[config.mk]
export PLATFORM = sky130hd
export DESIGN_NAME = hid_descriptor_numlock_led_scanner_flat
export DESIGN_NICKNAME = d
export VERILOG_FILES = /design/src/rtl/hdnl_pkg.sv /design/src/rtl/hdnl_if.sv /design/src/rtl/hdnl_item_walker.sv /design/src/rtl/hid_descriptor_numlock_led_scanner.sv /design/src/flat_wrapper.sv
export SDC_FILE = /design/constraint.sdc
export NUM_CORES = 1
export LEC_CHECK = 0
export BUFFER_PORTS_ARGS = -buffer_cell sky130_fd_sc_hd__buf_2
export CORE_MARGIN = 5
export CORE_UTILIZATION = 45
export CTS_CLUSTER_SIZE = 40
export DETAILED_ROUTE_END_ITERATION = 8
export GPL_ROUTABILITY_DRIVEN = 0
export PLACE_DENSITY_LB_ADDON = 0.25
export SLEW_MARGIN = 20
export SYNTH_ARGS = -nofsm -noshare
export SYNTH_HDL_FRONTEND = slang
export SYNTH_SLANG_ARGS = --single-unit
[constraint.sdc]
create_clock -name clk_i -period 4.5 [get_ports clk_i]
set_input_delay 0.9 -clock clk_i [delete_from_list [all_inputs] [get_ports clk_i]]
set_output_delay 0.9 -clock clk_i [all_outputs]
set_load 0.01 [all_outputs]
[src/rtl/hdnl_pkg.sv]
// Package with the types and constants shared by the Num Lock LED scanner.
`timescale 1ns / 1ps

package hdnl_pkg;

  // Walker position inside the descriptor item stream.
  typedef enum logic [1:0] {
    PH_PREFIX    = 2'd0,
    PH_DATA      = 2'd1,
    PH_LONG_SIZE = 2'd2,
    PH_LONG_SKIP = 2'd3
  } hdnl_phase_e;

  // Item types from the prefix byte.
  typedef enum logic [1:0] {
    KIND_MAIN     = 2'd0,
    KIND_GLOBAL   = 2'd1,
    KIND_LOCAL    = 2'd2,
    KIND_RESERVED = 2'd3
  } hdnl_kind_e;

  localparam logic [7:0]  LONG_ITEM_PREFIX = 8'hfe;
  localparam logic [15:0] LED_PAGE         = 16'h0008;
  localparam logic [15:0] NUMLOCK_USAGE    = 16'h0001;
  localparam logic [3:0]  MAIN_OUTPUT_TAG  = 4'h9;
  localparam logic [3:0]  GLOBAL_PAGE_TAG  = 4'h0;
  localparam logic [3:0]  LOCAL_USAGE_TAG  = 4'h0;
  localparam logic [3:0]  LOCAL_UMIN_TAG   = 4'h1;
  localparam logic [3:0]  LOCAL_UMAX_TAG   = 4'h2;
  localparam logic [1:0]  SIZE_CODE_FOUR   = 2'd3;

  // One accepted input word as seen by the walker.
  typedef struct packed {
    logic       req_type;
    logic [7:0] data_byte;
    logic       is_last;
  } hdnl_byte_t;

endpackage

[src/rtl/hdnl_if.sv]
// Stream interfaces for descriptor bytes in and scan results out.
`timescale 1ns / 1ps

interface hdnl_in_if;
  logic       valid;
  logic       ready;
  logic       req_type;
  logic [7:0] data_byte;
  logic       is_last;

  modport source (output valid, req_type, data_byte, is_last, input ready);
  modport sink   (input valid, req_type, data_byte, is_last, output ready);
endinterface

interface hdnl_out_if;
  logic valid;
  logic ready;
  logic has_numlock_led;

  modport source (output valid, has_numlock_led, input ready);
  modport sink   (input valid, has_numlock_led, output ready);
endinterface

[src/rtl/hdnl_item_walker.sv]
// Descriptor item walker: parses items and tracks usages and the Num Lock answer.
`timescale 1ns / 1ps

module hdnl_item_walker import hdnl_pkg::*; (
  input  logic       clk_i,
  input  logic       rst_ni,
  input  logic       accept_i,
  input  hdnl_byte_t byte_i,
  output logic       answer_o
);

  hdnl_phase_e phase_q, phase_d;
  logic [2:0]  data_left_q, data_left_d;
  logic [1:0]  byte_pos_q, byte_pos_d;
  logic [8:0]  skip_left_q, skip_left_d;
  logic [2:0]  item_size_q, item_size_d;
  logic [1:0]  item_kind_q, item_kind_d;
  logic [3:0]  item_tag_q, item_tag_d;
  logic [31:0] item_data_q, item_data_d;
  logic [15:0] usage_page_q, usage_page_d;
  logic        num_pending_q, num_pending_d;
  logic [15:0] range_min_q, range_min_d;
  logic [15:0] range_min_page_q, range_min_page_d;
  logic        range_open_q, range_open_d;
  logic        answer_found_q, answer_found_d;

  logic [7:0]  b;
  logic [2:0]  sz;
  logic        fin_en;
  logic [15:0] upage;
  logic [15:0] u;
  logic [31:0] shifted;

  assign b = byte_i.data_byte;

  // Item walk for one byte, followed by the item-completion update.
  always_comb begin
    phase_d          = phase_q;
    data_left_d      = data_left_q;
    byte_pos_d       = byte_pos_q;
    skip_left_d      = skip_left_q;
    item_size_d      = item_size_q;
    item_kind_d      = item_kind_q;
    item_tag_d       = item_tag_q;
    item_data_d      = item_data_q;
    usage_page_d     = usage_page_q;
    num_pending_d    = num_pending_q;
    range_min_d      = range_min_q;
    range_min_page_d = range_min_page_q;
    range_open_d     = range_open_q;
    answer_found_d   = answer_found_q;
    fin_en           = 1'b0;
    sz               = (b[1:0] == SIZE_CODE_FOUR) ? 3'd4 : {1'b0, b[1:0]};
    shifted          = {24'd0, b} << {byte_pos_q, 3'b000};

    if (!answer_found_q) begin
      case (phase_q)
        PH_PREFIX: begin
          if (b == LONG_ITEM_PREFIX) begin
            phase_d = PH_LONG_SIZE;
          end else begin
            item_size_d = sz;
            item_kind_d = b[3:2];
            item_tag_d  = b[7:4];
            item_data_d = 32'd0;
            byte_pos_d  = 2'd0;
            if (sz == 3'd0) begin
              fin_en = 1'b1;
            end else begin
              data_left_d = sz;
              phase_d     = PH_DATA;
            end
          end
        end
        PH_DATA: begin
          item_data_d = item_data_q | shifted;
          byte_pos_d  = byte_pos_q + 2'd1;
          data_left_d = data_left_q - 3'd1;
          if (data_left_d == 3'd0) begin
            fin_en  = 1'b1;
            phase_d = PH_PREFIX;
          end
        end
        PH_LONG_SIZE: begin
          skip_left_d = {1'b0, b} + 9'd1;
          phase_d     = PH_LONG_SKIP;
        end
        PH_LONG_SKIP: begin
          skip_left_d = skip_left_q - 9'd1;
          if (skip_left_d == 9'd0) begin
            phase_d = PH_PREFIX;
          end
        end
        default: phase_d = PH_PREFIX;
      endcase
    end

    // A four-byte usage carries its own page in the upper half.
    upage = (item_size_d == 3'd4) ? item_data_d[31:16] : usage_page_q;
    u     = item_data_d[15:0];

    // Completed item: global page, local usages, or main item.
    if (fin_en) begin
      case (item_kind_d)
        KIND_GLOBAL: begin
          if (item_tag_d == GLOBAL_PAGE_TAG) begin
            usage_page_d = u;
          end
        end
        KIND_LOCAL: begin
          if (item_tag_d == LOCAL_USAGE_TAG) begin
            if (upage == LED_PAGE && u == NUMLOCK_USAGE) begin
              num_pending_d = 1'b1;
            end
          end else if (item_tag_d == LOCAL_UMIN_TAG) begin
            range_min_d      = u;
            range_min_page_d = upage;
            range_open_d     = 1'b1;
          end else if (item_tag_d == LOCAL_UMAX_TAG) begin
            if (range_open_q && range_min_page_q == LED_PAGE && upage == LED_PAGE &&
                range_min_q <= NUMLOCK_USAGE && u >= NUMLOCK_USAGE) begin
              num_pending_d = 1'b1;
            end
            range_open_d = 1'b0;
          end
        end
        KIND_MAIN: begin
          if (item_tag_d == MAIN_OUTPUT_TAG && num_pending_q) begin
            answer_found_d = 1'b1;
          end
          num_pending_d = 1'b0;
          range_open_d  = 1'b0;
        end
        default: ;
      endcase
    end
  end

  // An absent descriptor answers one; otherwise the answer after this byte.
  assign answer_o = byte_i.req_type | answer_found_d;

  // State registers; every result returns the walker to reset.
  always_ff @(posedge clk_i or negedge rst_ni) begin
    if (!rst_ni) begin
      phase_q          <= PH_PREFIX;
      data_left_q      <= 3'd0;
      byte_pos_q       <= 2'd0;
      skip_left_q      <= 9'd0;
      item_size_q      <= 3'd0;
      item_kind_q      <= 2'd0;
      item_tag_q       <= 4'd0;
      item_data_q      <= 32'd0;
      usage_page_q     <= 16'd0;
      num_pending_q    <= 1'b0;
      range_min_q      <= 16'd0;
      range_min_page_q <= 16'd0;
      range_open_q     <= 1'b0;
      answer_found_q   <= 1'b0;
    end else if (accept_i) begin
      if (byte_i.req_type || byte_i.is_last) begin
        phase_q          <= PH_PREFIX;
        data_left_q      <= 3'd0;
        byte_pos_q       <= 2'd0;
        skip_left_q      <= 9'd0;
        item_size_q      <= 3'd0;
        item_kind_q      <= 2'd0;
        item_tag_q       <= 4'd0;
        item_data_q      <= 32'd0;
        usage_page_q     <= 16'd0;
        num_pending_q    <= 1'b0;
        range_min_q      <= 16'd0;
        range_min_page_q <= 16'd0;
        range_open_q     <= 1'b0;
        answer_found_q   <= 1'b0;
      end else begin
        phase_q          <= phase_d;
        data_left_q      <= data_left_d;
        byte_pos_q       <= byte_pos_d;
        skip_left_q      <= skip_left_d;
        item_size_q      <= item_size_d;
        item_kind_q      <= item_kind_d;
        item_tag_q       <= item_tag_d;
        item_data_q      <= item_data_d;
        usage_page_q     <= usage_page_d;
        num_pending_q    <= num_pending_d;
        range_min_q      <= range_min_d;
        range_min_page_q <= range_min_page_d;
        range_open_q     <= range_open_d;
        answer_found_q   <= answer_found_d;
      end
    end
  end

endmodule

[src/rtl/hid_descriptor_numlock_led_scanner.sv]
// Top level of the HID report descriptor Num Lock LED scanner.
//
// The block takes a HID report descriptor one byte per input word and gives one
// result word per descriptor: has_numlock_led is 1 when an Output main item
// declares the Num Lock LED through a Usage or a Usage Minimum/Maximum range,
// and 1 at once for a word with req_type set (descriptor absent). The result
// is given for the word marked is_last, after which all scan state returns to
// reset. One byte is accepted in every clock cycle; the item walker updates its
// registers once per byte, and a result sits in one output register, so the
// result appears in the cycle after its byte is accepted. Input stalls only
// while that output register is full and not being taken.
`timescale 1ns / 1ps

module hid_descriptor_numlock_led_scanner import hdnl_pkg::*; (
  input  logic       clk_i,
  input  logic       rst_ni,
  hdnl_in_if.sink    in_i,
  hdnl_out_if.source out_o
);

  hdnl_byte_t cur_byte;
  logic       in_accept;
  logic       result_due;
  logic       answer;
  logic       out_valid_q;
  logic       out_led_q;

  assign cur_byte   = '{req_type: in_i.req_type, data_byte: in_i.data_byte,
                        is_last: in_i.is_last};
  assign in_i.ready = !out_valid_q || out_o.ready;
  assign in_accept  = in_i.valid && in_i.ready;
  assign result_due = in_i.req_type || in_i.is_last;

  hdnl_item_walker u_walker (
    .clk_i    (clk_i),
    .rst_ni   (rst_ni),
    .accept_i (in_accept),
    .byte_i   (cur_byte),
    .answer_o (answer)
  );

  // Output register for the result word.
  always_ff @(posedge clk_i or negedge rst_ni) begin
    if (!rst_ni) begin
      out_valid_q <= 1'b0;
    end else if (in_accept && result_due) begin
      out_valid_q <= 1'b1;
    end else if (out_o.ready) begin
      out_valid_q <= 1'b0;
    end
  end

  always_ff @(posedge clk_i) begin
    if (in_accept && result_due) begin
      out_led_q <= answer;
    end
  end

  assign out_o.valid           = out_valid_q;
  assign out_o.has_numlock_led = out_led_q;

endmodule

[src/flat_wrapper.sv]
// flat-port wrapper written by rule: the top's interface ports become plain ports
module hid_descriptor_numlock_led_scanner_flat import hdnl_pkg::*;
  (clk_i, rst_ni, in_i_valid, in_i_req_type, in_i_data_byte, in_i_is_last, in_i_ready, out_o_valid, out_o_has_numlock_led, out_o_ready);
  hdnl_in_if in_i_i ();
  hdnl_out_if out_o_i ();
  input  logic clk_i;
  input  logic rst_ni;
  input wire logic [$bits(in_i_i.valid)-1:0] in_i_valid;
  input wire logic [$bits(in_i_i.req_type)-1:0] in_i_req_type;
  input wire logic [$bits(in_i_i.data_byte)-1:0] in_i_data_byte;
  input wire logic [$bits(in_i_i.is_last)-1:0] in_i_is_last;
  output wire logic [$bits(in_i_i.ready)-1:0] in_i_ready;
  output wire logic [$bits(out_o_i.valid)-1:0] out_o_valid;
  output wire logic [$bits(out_o_i.has_numlock_led)-1:0] out_o_has_numlock_led;
  input wire logic [$bits(out_o_i.ready)-1:0] out_o_ready;
  assign in_i_i.valid = in_i_valid;
  assign in_i_i.req_type = in_i_req_type;
  assign in_i_i.data_byte = in_i_data_byte;
  assign in_i_i.is_last = in_i_is_last;
  assign in_i_ready = in_i_i.ready;
  assign out_o_valid = out_o_i.valid;
  assign out_o_has_numlock_led = out_o_i.has_numlock_led;
  assign out_o_i.ready = out_o_ready;
  hid_descriptor_numlock_led_scanner u_core (.clk_i(clk_i), .rst_ni(rst_ni), .in_i(in_i_i), .out_o(out_o_i));
endmodule
==> run summary, run 1 <==
## Layout
- 0 — total inserted antenna cells
- 620 — number of nets in the layout
- 10.6% — share of cells above drive strength 1
- 49.6% — final core area utilization
- 1198 — number of filler instances in the final layout
- 8.15% — layout overhead on the synthesized area

## Pwr
- 338 nW/µm² — Power per Cell Area
- 0.187 mV — maximum vdd drop
- 2.71 nW — total leakage power

## Placed design
- 11500 µm — half-perimeter wire length after placement
- 16 — Port Buffers
- 0.571 ns — post-placement setup slack

## Yosys
- dfrtp_1 (46%), a22o_1 (8.4%), a21oi_1 (4.9%) — most area-consuming cells after synthesis
- 46.5% — Yosys top cell area share
- 9.63 µm² — synthesized area per cell
- 99.1% — share of flip-flops with an asynchronous set or reset
- 5820 µm² — Syn Std Cell Area
- dfrtp_1 (108), nor2_1 (68), a21oi_1 (57) — most frequent cells after synthesis
- 47.0% — sequential share of the synthesized area
- 109 — number of synthesized register bits
- 0 — warning count from the yosys run
- 604 — cell count after synthesis
- dfrtp_1 — flip-flop cell with the highest count after synthesis
- dfrtp_1 — cell accounting for the most synthesized area
- 1 — EDFF count, synth
- 626 — Synth Net Count
- 67 — synth unique cells
- dfrtp_1 — most common cell in the synthesized netlist

## STA
- 3.63 ns — final critical delay including setup and external delays
- 0.493 ns — worst hold slack
- no — setup repair after global routing missed its margin
- 0 — count of pins over their slew limit
- 0 — final hold violation count
- 0 ns — total negative slack for setup checks
- 80.7% — crit share post-route
- 275 MHz — timing-limited maximum frequency
- 0.870 ns — post-route setup slack
- 0.0128 ns — Max Clock Skew
- 32.2% — relative max-transition margin
- 1.01 ns — pin slew with the least headroom to its limit
- 0 — final number of setup-violating endpoints

## GRT
- 44 — largest net degree at the start of global routing
- 26800 µm — first-pass GRT wire length
- 23.1% — global routing usage summed across all routing layers
- 4777 — vias in the first global route
- 0 — Congestion Overflow GR
- 0 — antenna violations before repair

## Floorplanning
- 124 µm — chip width
- 17 — number of I/O pins
- 12700 µm² — standard cell core area
- 41 — # rows
- 15300 µm² — Die Outline Area
- 124 µm — Die H
- 45.9% — initial core utilization

## Clocking
- 9 — total clock buffers created by CTS
- 109 — clock sink count
- 0 — Post-CTS Setup Bufs
- 0 — CTS resizes
- 2 — maximum buffer depth of the clock tree
- clkbuf_16 — CTS Root Buffer Type
- 0.08 ns — Clock Pin Slew Worst Setup and Hold Paths
- 0.37 ns — worst-skew pair later-pin latency
- yes — clock tree from TritonCTS
- 0 — number of hold-repair buffers added at the cts stage
- 3 — H-tree depth

## Routing
- 4978 — overall via count from detail_route
- 16500 µm — Final Routed Wirelength
- 6.42 — Vias/cell
- 0 — Post-route DRC
- 7 — Detailed Routing Iterations Pass 1
- 654 — count of routing violations after the opening detailed-route iteration
- 0 — post-route antenna net violation count
- 21.3 µm — routed wirelength normalized by instance count

## Worst setup path
- flop — sort of element at the end of the critical path
- 4.80 ns — CP required
- primary input — category of the worst setup path launch point
- in -> reg — category of the critical setup timing path
- 1.05 ns — flop-to-flop setup slack
- 3.93 ns — Critical Path AT
- 16 — maximum net fanout on the critical path

## Outcome
- completed — run status

## Min path
- reg -> reg — worst min-delay path class

## Run
- 0 — Max-Cap Viols

-- per-stage QoR --
step / power, mW / instances / area (µm²)
global placement: 1.34 / 759 / 6000
CTS: 2.14 / 775 / 6290
detailed placement: 1.34 / 759 / 6000
global route: 2.21 / 775 / 6290
finish: 2.13 / 775 / 6290
floorplan: 1.25 / 604 / 5820
-- path summary, 6_finish.rpt --
check                                                                       from                                               end  depth (start not counted)
worst max register to register            u_core.u_walker.phase_q[1]$_DFFE_PN0P_         u_core.u_walker.num_pending_q$_DFFE_PN0P_                          8
min in group asynchronous                                                 rst_ni        u_core.u_walker.skip_left_q[4]$_DFFE_PN0P_                          1
max in group asynchronous                                                 rst_ni       u_core.u_walker.usage_page_q[2]$_DFFE_PN0P_                          2
worst max-delay path                                           in_i_data_byte[0]      u_core.u_walker.usage_page_q[15]$_DFFE_PN0P_                          9
worst min-delay path            u_core.u_walker.range_min_page_q[13]$_DFFE_PN0P_  u_core.u_walker.range_min_page_q[13]$_DFFE_PN0P_                          1
worst min register to register  u_core.u_walker.range_min_page_q[13]$_DFFE_PN0P_  u_core.u_walker.range_min_page_q[13]$_DFFE_PN0P_                          1
-- critical path, stage by stage --
cell and delay, ns:
buf_2 0.22, inv_1 0.10, ha_1 0.26, and3_1 0.23, a21bo_1 0.22, a2111oi_2 0.64
nand3_4 0.21, nor4_4 0.88, a22o_1 0.25
-- logic make-up (layout without fill, tap and decap cells) --
logic type      Yosys count  after routing  synth area share (%)
xor+xnor                  8              8                  1.20
compound gates          222            222                  26.9
fa+ha+maj                 8              8                  1.72
flops                   109            109                  47.0
buf+inv                  52             51                  3.98
mux                       9              9                  1.61
simple gates            196            196                  17.6
-- cell usage in the layout, fill, tap and decap left out, types with 7 or more instances in the layout --
cell       instances
buf_2             15
o21ai_0           28
clkbuf_16          9
nor2_1            68
inv_1              7
nor2b_1            9
a22o_1            56
o2bb2ai_1         15
nand3_1           11
ha_1               8
nand2b_1          11
a31oi_1           20
dfrtp_1          108
nor3_1            17
nand2_1           30
a21oi_1           57
nor4_1             9
buf_4             13
-- where the power goes --
| group | total [mW] | switching [mW] | leakage [nW] | internal, mW |
|---|---|---|---|---|
| sequential | 1.02 | 0.0249 | 1.51 | 0.996 |
| clock | 0.797 | 0.402 | 0.145 | 0.395 |
| combinational | 0.310 | 0.218 | 1.05 | 0.0923 |
| total | 2.13 | 0.645 | 2.71 | 1.48 |
-- state kept, by name (all words and copies together), names as in the netlist --
signal	cells
u_core.u_walker.item_kind_q	2
u_core.out_o.has_numlock_led	1
u_core.u_walker.phase_q	2
u_core.u_walker.answer_found_q	1
u_core.u_walker.range_open_q	1
u_core.u_walker.item_tag_q	4
u_core.u_walker.skip_left_q	9
u_core.u_walker.range_min_page_q	16
u_core.u_walker.byte_pos_q	2
u_core.u_walker.num_pending_q	1
u_core.u_walker.data_left_q	3
u_core.out_o.valid	1
u_core.u_walker.range_min_q	15
u_core.u_walker.item_size_q	3
u_core.u_walker.usage_page_q	16
u_core.u_walker.item_data_q	32
-- metal layers --
layer	global-route usage, %	share of wire, %	vias to the layer above	wire length [µm]
li1	-	-	2241	-
met1	32.7	44	2471	7290
met2	33.9	46	221	7510
met3	4.86	6.3	45	1040
met4	10.7	3.8	0	625
met5	0	0	-	0
-- area by class of cell --
| type | instances | area [µm²] | area share (%) |
|---|---|---|---|
| clock inverter | 6 | 62.6 | 0.995 |
| multi-input combinational | 443 | 2850 | 45.3 |
| sequential | 109 | 2730 | 43.4 |
| tap | 172 | 215 | 3.42 |
| clock buffer | 10 | 229 | 3.64 |
| inverter | 7 | 26.3 | 0.418 |
| timing repair buffer | 28 | 173 | 2.75 |
Note: power is estimated with default switching activity, not from simulation.
==> run 2, diff against run 1 <==
==> constraint.sdc (replaced) <==
create_clock -name clk_i -period 3.61 [get_ports clk_i]
set_input_delay 0.722 -clock clk_i [delete_from_list [all_inputs] [get_ports clk_i]]
set_output_delay 0.722 -clock clk_i [all_outputs]
set_load 0.01 [all_outputs]
==> run summary, run 2 (synthesis gave the netlist of run 1 again) <==
## Routing
- 20.4 µm — routed wirelength normalized by instance count
- 6.41 — Vias/cell
- 0 — Post-route DRC
- 16000 µm — Final Routed Wirelength
- 5022 — overall via count from detail_route
- 752 — count of routing violations after the opening detailed-route iteration
- 0 — post-route antenna net violation count
- 5 — Detailed Routing Iterations Pass 1

## STA
- 0.00764 ns — Max Clock Skew
- 0 ns — total negative slack for setup checks
- 0.434 ns — worst hold slack
- 49.1% — relative max-transition margin
- 0.764 ns — pin slew with the least headroom to its limit
- 0 — final number of setup-violating endpoints
- 3.04 ns — final critical delay including setup and external delays
- 329 MHz — timing-limited maximum frequency
- 0 — count of pins over their slew limit
- 84.2% — crit share post-route
- 0 — final hold violation count
- no — setup repair after global routing missed its margin

## Layout
- 0 — total inserted antenna cells
- dfrtp_1 (108), nor2_1 (68), a21oi_1 (57) — commonest cells after routing, fill and taps aside
- 50.1% — final core area utilization
- u_core.u_walker.item_data_q: 32 flops, u_core.u_walker.range_min_page_q: 16 flops, u_core.u_walker.usage_page_q: 16 flops — largest registers
- 9.23% — layout overhead on the synthesized area
- 629 — number of nets in the layout
- dfrtp_1 — leading cell type in the layout, fill and taps excluded
- 11.8% — share of cells above drive strength 1
- u_core.u_walker.item_data_q — largest register by flop count
- 32 — flip-flop count of the largest register after layout
- 783 — Layout Cells excl Fill
- 1169 — number of filler instances in the final layout

## Pwr
- 2.74 nW — total leakage power
- 0.247 mV — maximum vdd drop
- 411 nW/µm² — Power per Cell Area
- 2.61 mW — final total power

## Clocking
- 0 — number of hold-repair buffers added at the cts stage
- 9 — total clock buffers created by CTS
- yes — clock tree from TritonCTS
- 0.36 ns — worst-skew pair later-pin latency
- 2 — maximum buffer depth of the clock tree
- 0.07 ns — Clock Pin Slew Worst Setup and Hold Paths
- clkbuf_16 — CTS Root Buffer Type
- 3 — H-tree depth
- 0 — Post-CTS Setup Bufs
- 109 — clock sink count
- 0 — CTS resizes

## Worst setup path
- 3.89 ns — CP required
- 0.62 ns — flop-to-flop setup slack
- 20 — maximum net fanout on the critical path
- flop — sort of element at the end of the critical path
- 7 — Register-to-Register Path Depth
- u_core.u_walker.phase_q[0]$_DFFE_PN0P_ — worst reg2reg startpoint
- in_i_data_byte[1] — Setup crit start
- u_core.u_walker.num_pending_q$_DFFE_PN0P_ — capture instance of the worst register-to-register path
- primary input — category of the worst setup path launch point
- in -> reg — category of the critical setup timing path
- 3.32 ns — Critical Path AT
- u_core.u_walker.num_pending_q$_DFFE_PN0P_ — capture point of the worst path

## GRT
- 0 — Congestion Overflow GR
- 59 — largest net degree at the start of global routing
- 32.1% — M1 GR Usage
- met2 — highest-utilization routing layer at the global route stage
- 22.2% — global routing usage summed across all routing layers
- 26100 µm — first-pass GRT wire length
- 4.45% — GR met3 Demand/Resource
- 4709 — vias in the first global route
- 33.0% — grt met2 use
- 0 — antenna violations before repair

## Floorplanning
- 124 µm — chip width
- 15300 µm² — Die Outline Area
- 41 — # rows
- 12700 µm² — standard cell core area
- 124 µm — Die H
- 17 — number of I/O pins
- 45.9% — initial core utilization

## Outcome
- completed — run status

## Placed design
- 768 — number of placed instances with taps included
- 16 — Port Buffers
- 11200 µm — half-perimeter wire length after placement

## Min path
- in -> async — worst min-delay path class

## Run
- 0 — Max-Cap Viols

## run 2: worst min path at each step
stage                                                            to  slack, ns  cells past startpoint
floorplan                            u_core.out_o.valid$_DFFE_PN0P_       0.43                      0
global placement    u_core.u_walker.range_min_page_q[3]$_DFFE_PN0P_       0.47                      1
detailed placement  u_core.u_walker.range_min_page_q[3]$_DFFE_PN0P_       0.48                      1
CTS                      u_core.u_walker.data_left_q[2]$_DFFE_PN0P_       0.47                      1
global route             u_core.u_walker.data_left_q[2]$_DFFE_PN0P_       0.50                      1
finish                   u_core.u_walker.data_left_q[2]$_DFFE_PN0P_       0.43                      1
## run 2: per-stage QoR
step / worst slack (ns) / area, µm²
global placement: 0.306 / 6080
floorplan: 0.383 / 5820
finish: 0.569 / 6350
detailed placement: 0.177 / 6080
CTS: 0.573 / 6350
global route: 0.412 / 6350
## run 2: critical path, stage by stage
cell and delay [ns]:
buf_2 0.17, ha_1 0.25, and3_1 0.23, a21oi_4 0.53
nor2_1 0.30, nor4_1 0.57, and3_1 0.28, o41ai_1 0.08
nor3_1 0.18
## run 2: area by class of cell
| cell class | instances | area, µm² | share of cell area, % |
|---|---|---|---|
| multi-input combinational | 443 | 2850 | 44.9 |
| sequential | 109 | 2730 | 43.0 |
| timing repair buffer | 37 | 253 | 3.98 |
| clock buffer | 10 | 229 | 3.60 |
| tap | 172 | 215 | 3.39 |
| clock inverter | 5 | 45.0 | 0.709 |
| inverter | 7 | 26.3 | 0.414 |
## run 2: power breakdown
part           internal (mW)  leakage (nW)  switching (mW)  total [mW]
Clock                  0.475         0.131           0.463       0.937
Sequential              1.24          1.51          0.0293        1.27
Combinational          0.126          1.10           0.272       0.399
Total                   1.84          2.74           0.765        2.61
## run 2: metal layers
layer  share of wire [%]  vias to the layer above
met5                   0                        -
met4                 2.4                        0
met3                 8.2                       30
met2                  45                      239
met1                  44                     2499
li1                    -                     2254
==> run 3, diff against run 2 <==
==> constraint.sdc (replaced) <==
create_clock -name clk_i -period 3.14 [get_ports clk_i]
set_input_delay 0.628 -clock clk_i [delete_from_list [all_inputs] [get_ports clk_i]]
set_output_delay 0.628 -clock clk_i [all_outputs]
set_load 0.01 [all_outputs]
==> run summary, run 3 (synthesis gave the netlist of run 1 again) <==
## Worst setup path
- 3.38 ns — CP required
- 37 — maximum net fanout on the critical path
- in -> reg — category of the critical setup timing path
- 2.96 ns — Critical Path AT
- flop — sort of element at the end of the critical path
- 0.46 ns — Largest stage delay, worst path
- primary input — category of the worst setup path launch point
- buf_2, inv_1, ha_1, and3_1, a21oi_4, buf_4, or2_1, and2_1, o21ai_1, a31oi_1, nor3_1 — cell-by-cell listing of the critical path
- and2_1 — Critical Path Slowest Stage Cell

## Layout
- 2730 µm² — Sequential Area
- dfrtp_1 (108), nor2_1 (68), a21oi_1 (57) — commonest cells after routing, fill and taps aside
- 14.7% — share of cells above drive strength 1
- 650 — number of nets in the layout
- u_core.u_walker.item_data_q — largest register by flop count
- 0 — total inserted antenna cells
- 1142 — number of filler instances in the final layout
- 32 — flip-flop count of the largest register after layout
- 2860 µm² — multi-input gate area in the final layout
- u_core.u_walker.item_data_q: 32 flops, u_core.u_walker.range_min_page_q: 16 flops, u_core.u_walker.usage_page_q: 16 flops — largest registers
- 11.9% — layout overhead on the synthesized area
- 805 — Layout Cells excl Fill
- 6510 µm² — area of all placed cells without fillers
- dfrtp_1 — leading cell type in the layout, fill and taps excluded

## Clocking
- 3 — H-tree depth
- 0 — number of hold-repair buffers added at the cts stage
- 2 — maximum buffer depth of the clock tree
- clkbuf_16 — CTS Root Buffer Type
- 9 — total clock buffers created by CTS
- 0.07 ns — Clock Pin Slew Worst Setup and Hold Paths
- 0 — CTS resizes
- 109 — clock sink count
- yes — clock tree from TritonCTS
- 0 — Post-CTS Setup Bufs
- 0.36 ns — worst-skew pair later-pin latency

## Floorplanning
- 124 µm — Die H
- 17 — number of I/O pins
- 15300 µm² — Die Outline Area
- 124 µm — chip width
- 12700 µm² — standard cell core area
- 41 — # rows
- 45.9% — initial core utilization

## GRT
- 0 — antenna violations before repair
- 38 — largest net degree at the start of global routing
- 4998 — vias in the first global route
- 0 — Congestion Overflow GR
- 26700 µm — first-pass GRT wire length
- 22.8% — global routing usage summed across all routing layers

## Run
- 0 — Max-Cap Viols

## Pwr
- 16.4% — logic gate share of total power
- 0.907 mW — switching power summed over all nets
- 2.84 nW — total leakage power
- 0.273 mV — maximum vdd drop
- 29.6% — proportion of total power due to net switching
- 36.0% — Clock power frac
- 2.15 mW — total internal power
- 47.6% — sequential fraction of design power
- 3.06 mW — final total power
- 470 nW/µm² — Power per Cell Area

## Min path
- in -> async — worst min-delay path class

## STA
- 2.72 ns — final critical delay including setup and external delays
- 367 MHz — timing-limited maximum frequency
- 86.7% — crit share post-route
- 0.00939 ns — Max Clock Skew
- 47.2% — relative max-transition margin
- no — setup repair after global routing missed its margin
- 0 — count of pins over their slew limit
- 0.790 ns — pin slew with the least headroom to its limit
- 0 — final number of setup-violating endpoints
- 0 — final hold violation count

## Outcome
- completed — run status

## Routing
- 0 — post-route antenna net violation count
- 0 — Post-route DRC
- 6.26 — Vias/cell
- 20.4 µm — routed wirelength normalized by instance count
- 5037 — overall via count from detail_route
- 519 — count of routing violations after the opening detailed-route iteration
- 16400 µm — Final Routed Wirelength
- 5 — Detailed Routing Iterations Pass 1

## Placed design
- 6230 µm² — total cell area at the placement stage
- 11700 µm — half-perimeter wire length after placement
- 789 — number of placed instances with taps included
- 16 — Port Buffers

run 3: cell type report:
cell class | count | share of cell area (%)
multi-input cells | 443 | 43.9
flip-flops and latches | 109 | 42.0
repair buffers | 58 | 6.11
clock buffers | 11 | 3.58
well taps | 172 | 3.31
clock inverters | 5 | 0.673
inverters | 7 | 0.404
run 3: worst max-delay path, delay by kind of cell:
kind | cells | cell delay [ns]
simple gates | 4 | 1.00
compound gates | 3 | 0.58
buf+inv | 3 | 0.52
fa+ha+maj | 1 | 0.21
run 3: routing by layer:
metal  wire length, µm  GRT usage, %  up-vias
met4               321          7.54        0
met1              7500          30.9     2500
met5                 0             0        -
met3              1080          6.49       31
li1                  -             -     2302
met2              7490          35.3      204
run 3: worst paths after layout:
path / startpoint / endpoint / slack [ns] / cells after the start
max in group asynchronous: rst_ni / u_core.u_walker.byte_pos_q[1]$_DFFE_PN0P_ / 2.20 / 2
worst min-delay path: rst_ni / u_core.u_walker.item_data_q[0]$_DFFE_PN0P_ / 0.18 / 1
worst max-delay path: in_i_data_byte[0] / u_core.u_walker.num_pending_q$_DFFE_PN0P_ / 0.42 / 11
worst min register to register: u_core.u_walker.data_left_q[1]$_DFFE_PN0P_ / u_core.u_walker.data_left_q[1]$_DFFE_PN0P_ / 0.49 / 2
min in group clk_i: u_core.u_walker.data_left_q[1]$_DFFE_PN0P_ / u_core.u_walker.data_left_q[1]$_DFFE_PN0P_ / 0.49 / 2
worst max register to register: u_core.u_walker.phase_q[1]$_DFFE_PN0P_ / u_core.u_walker.num_pending_q$_DFFE_PN0P_ / 0.43 / 8
run 3: metrics by stage:
stage,TNS (ns),utilization (%),worst slack [ns],hold slack (ns)
3_5_place_dp,0,49.2,0.0687,0.470
2_1_floorplan,0,-,0.00685,0.332
4_1_cts,0,51.4,0.439,0.180
6_report,0,51.4,0.419,0.179
5_1_grt,0,51.4,0.257,0.200
3_3_place_gp,-0.0269,49.1,-0.00970,0.467
run 3: power by group through the flow:
stage               logic, mW  registers, mW  clock network (mW)
finish                  0.503           1.46                1.10
CTS                     0.498           1.45                1.12
global route            0.553           1.46                1.17
floorplan               0.317           1.47                   0
global placement        0.485           1.48                   0
detailed placement      0.495           1.48                   0
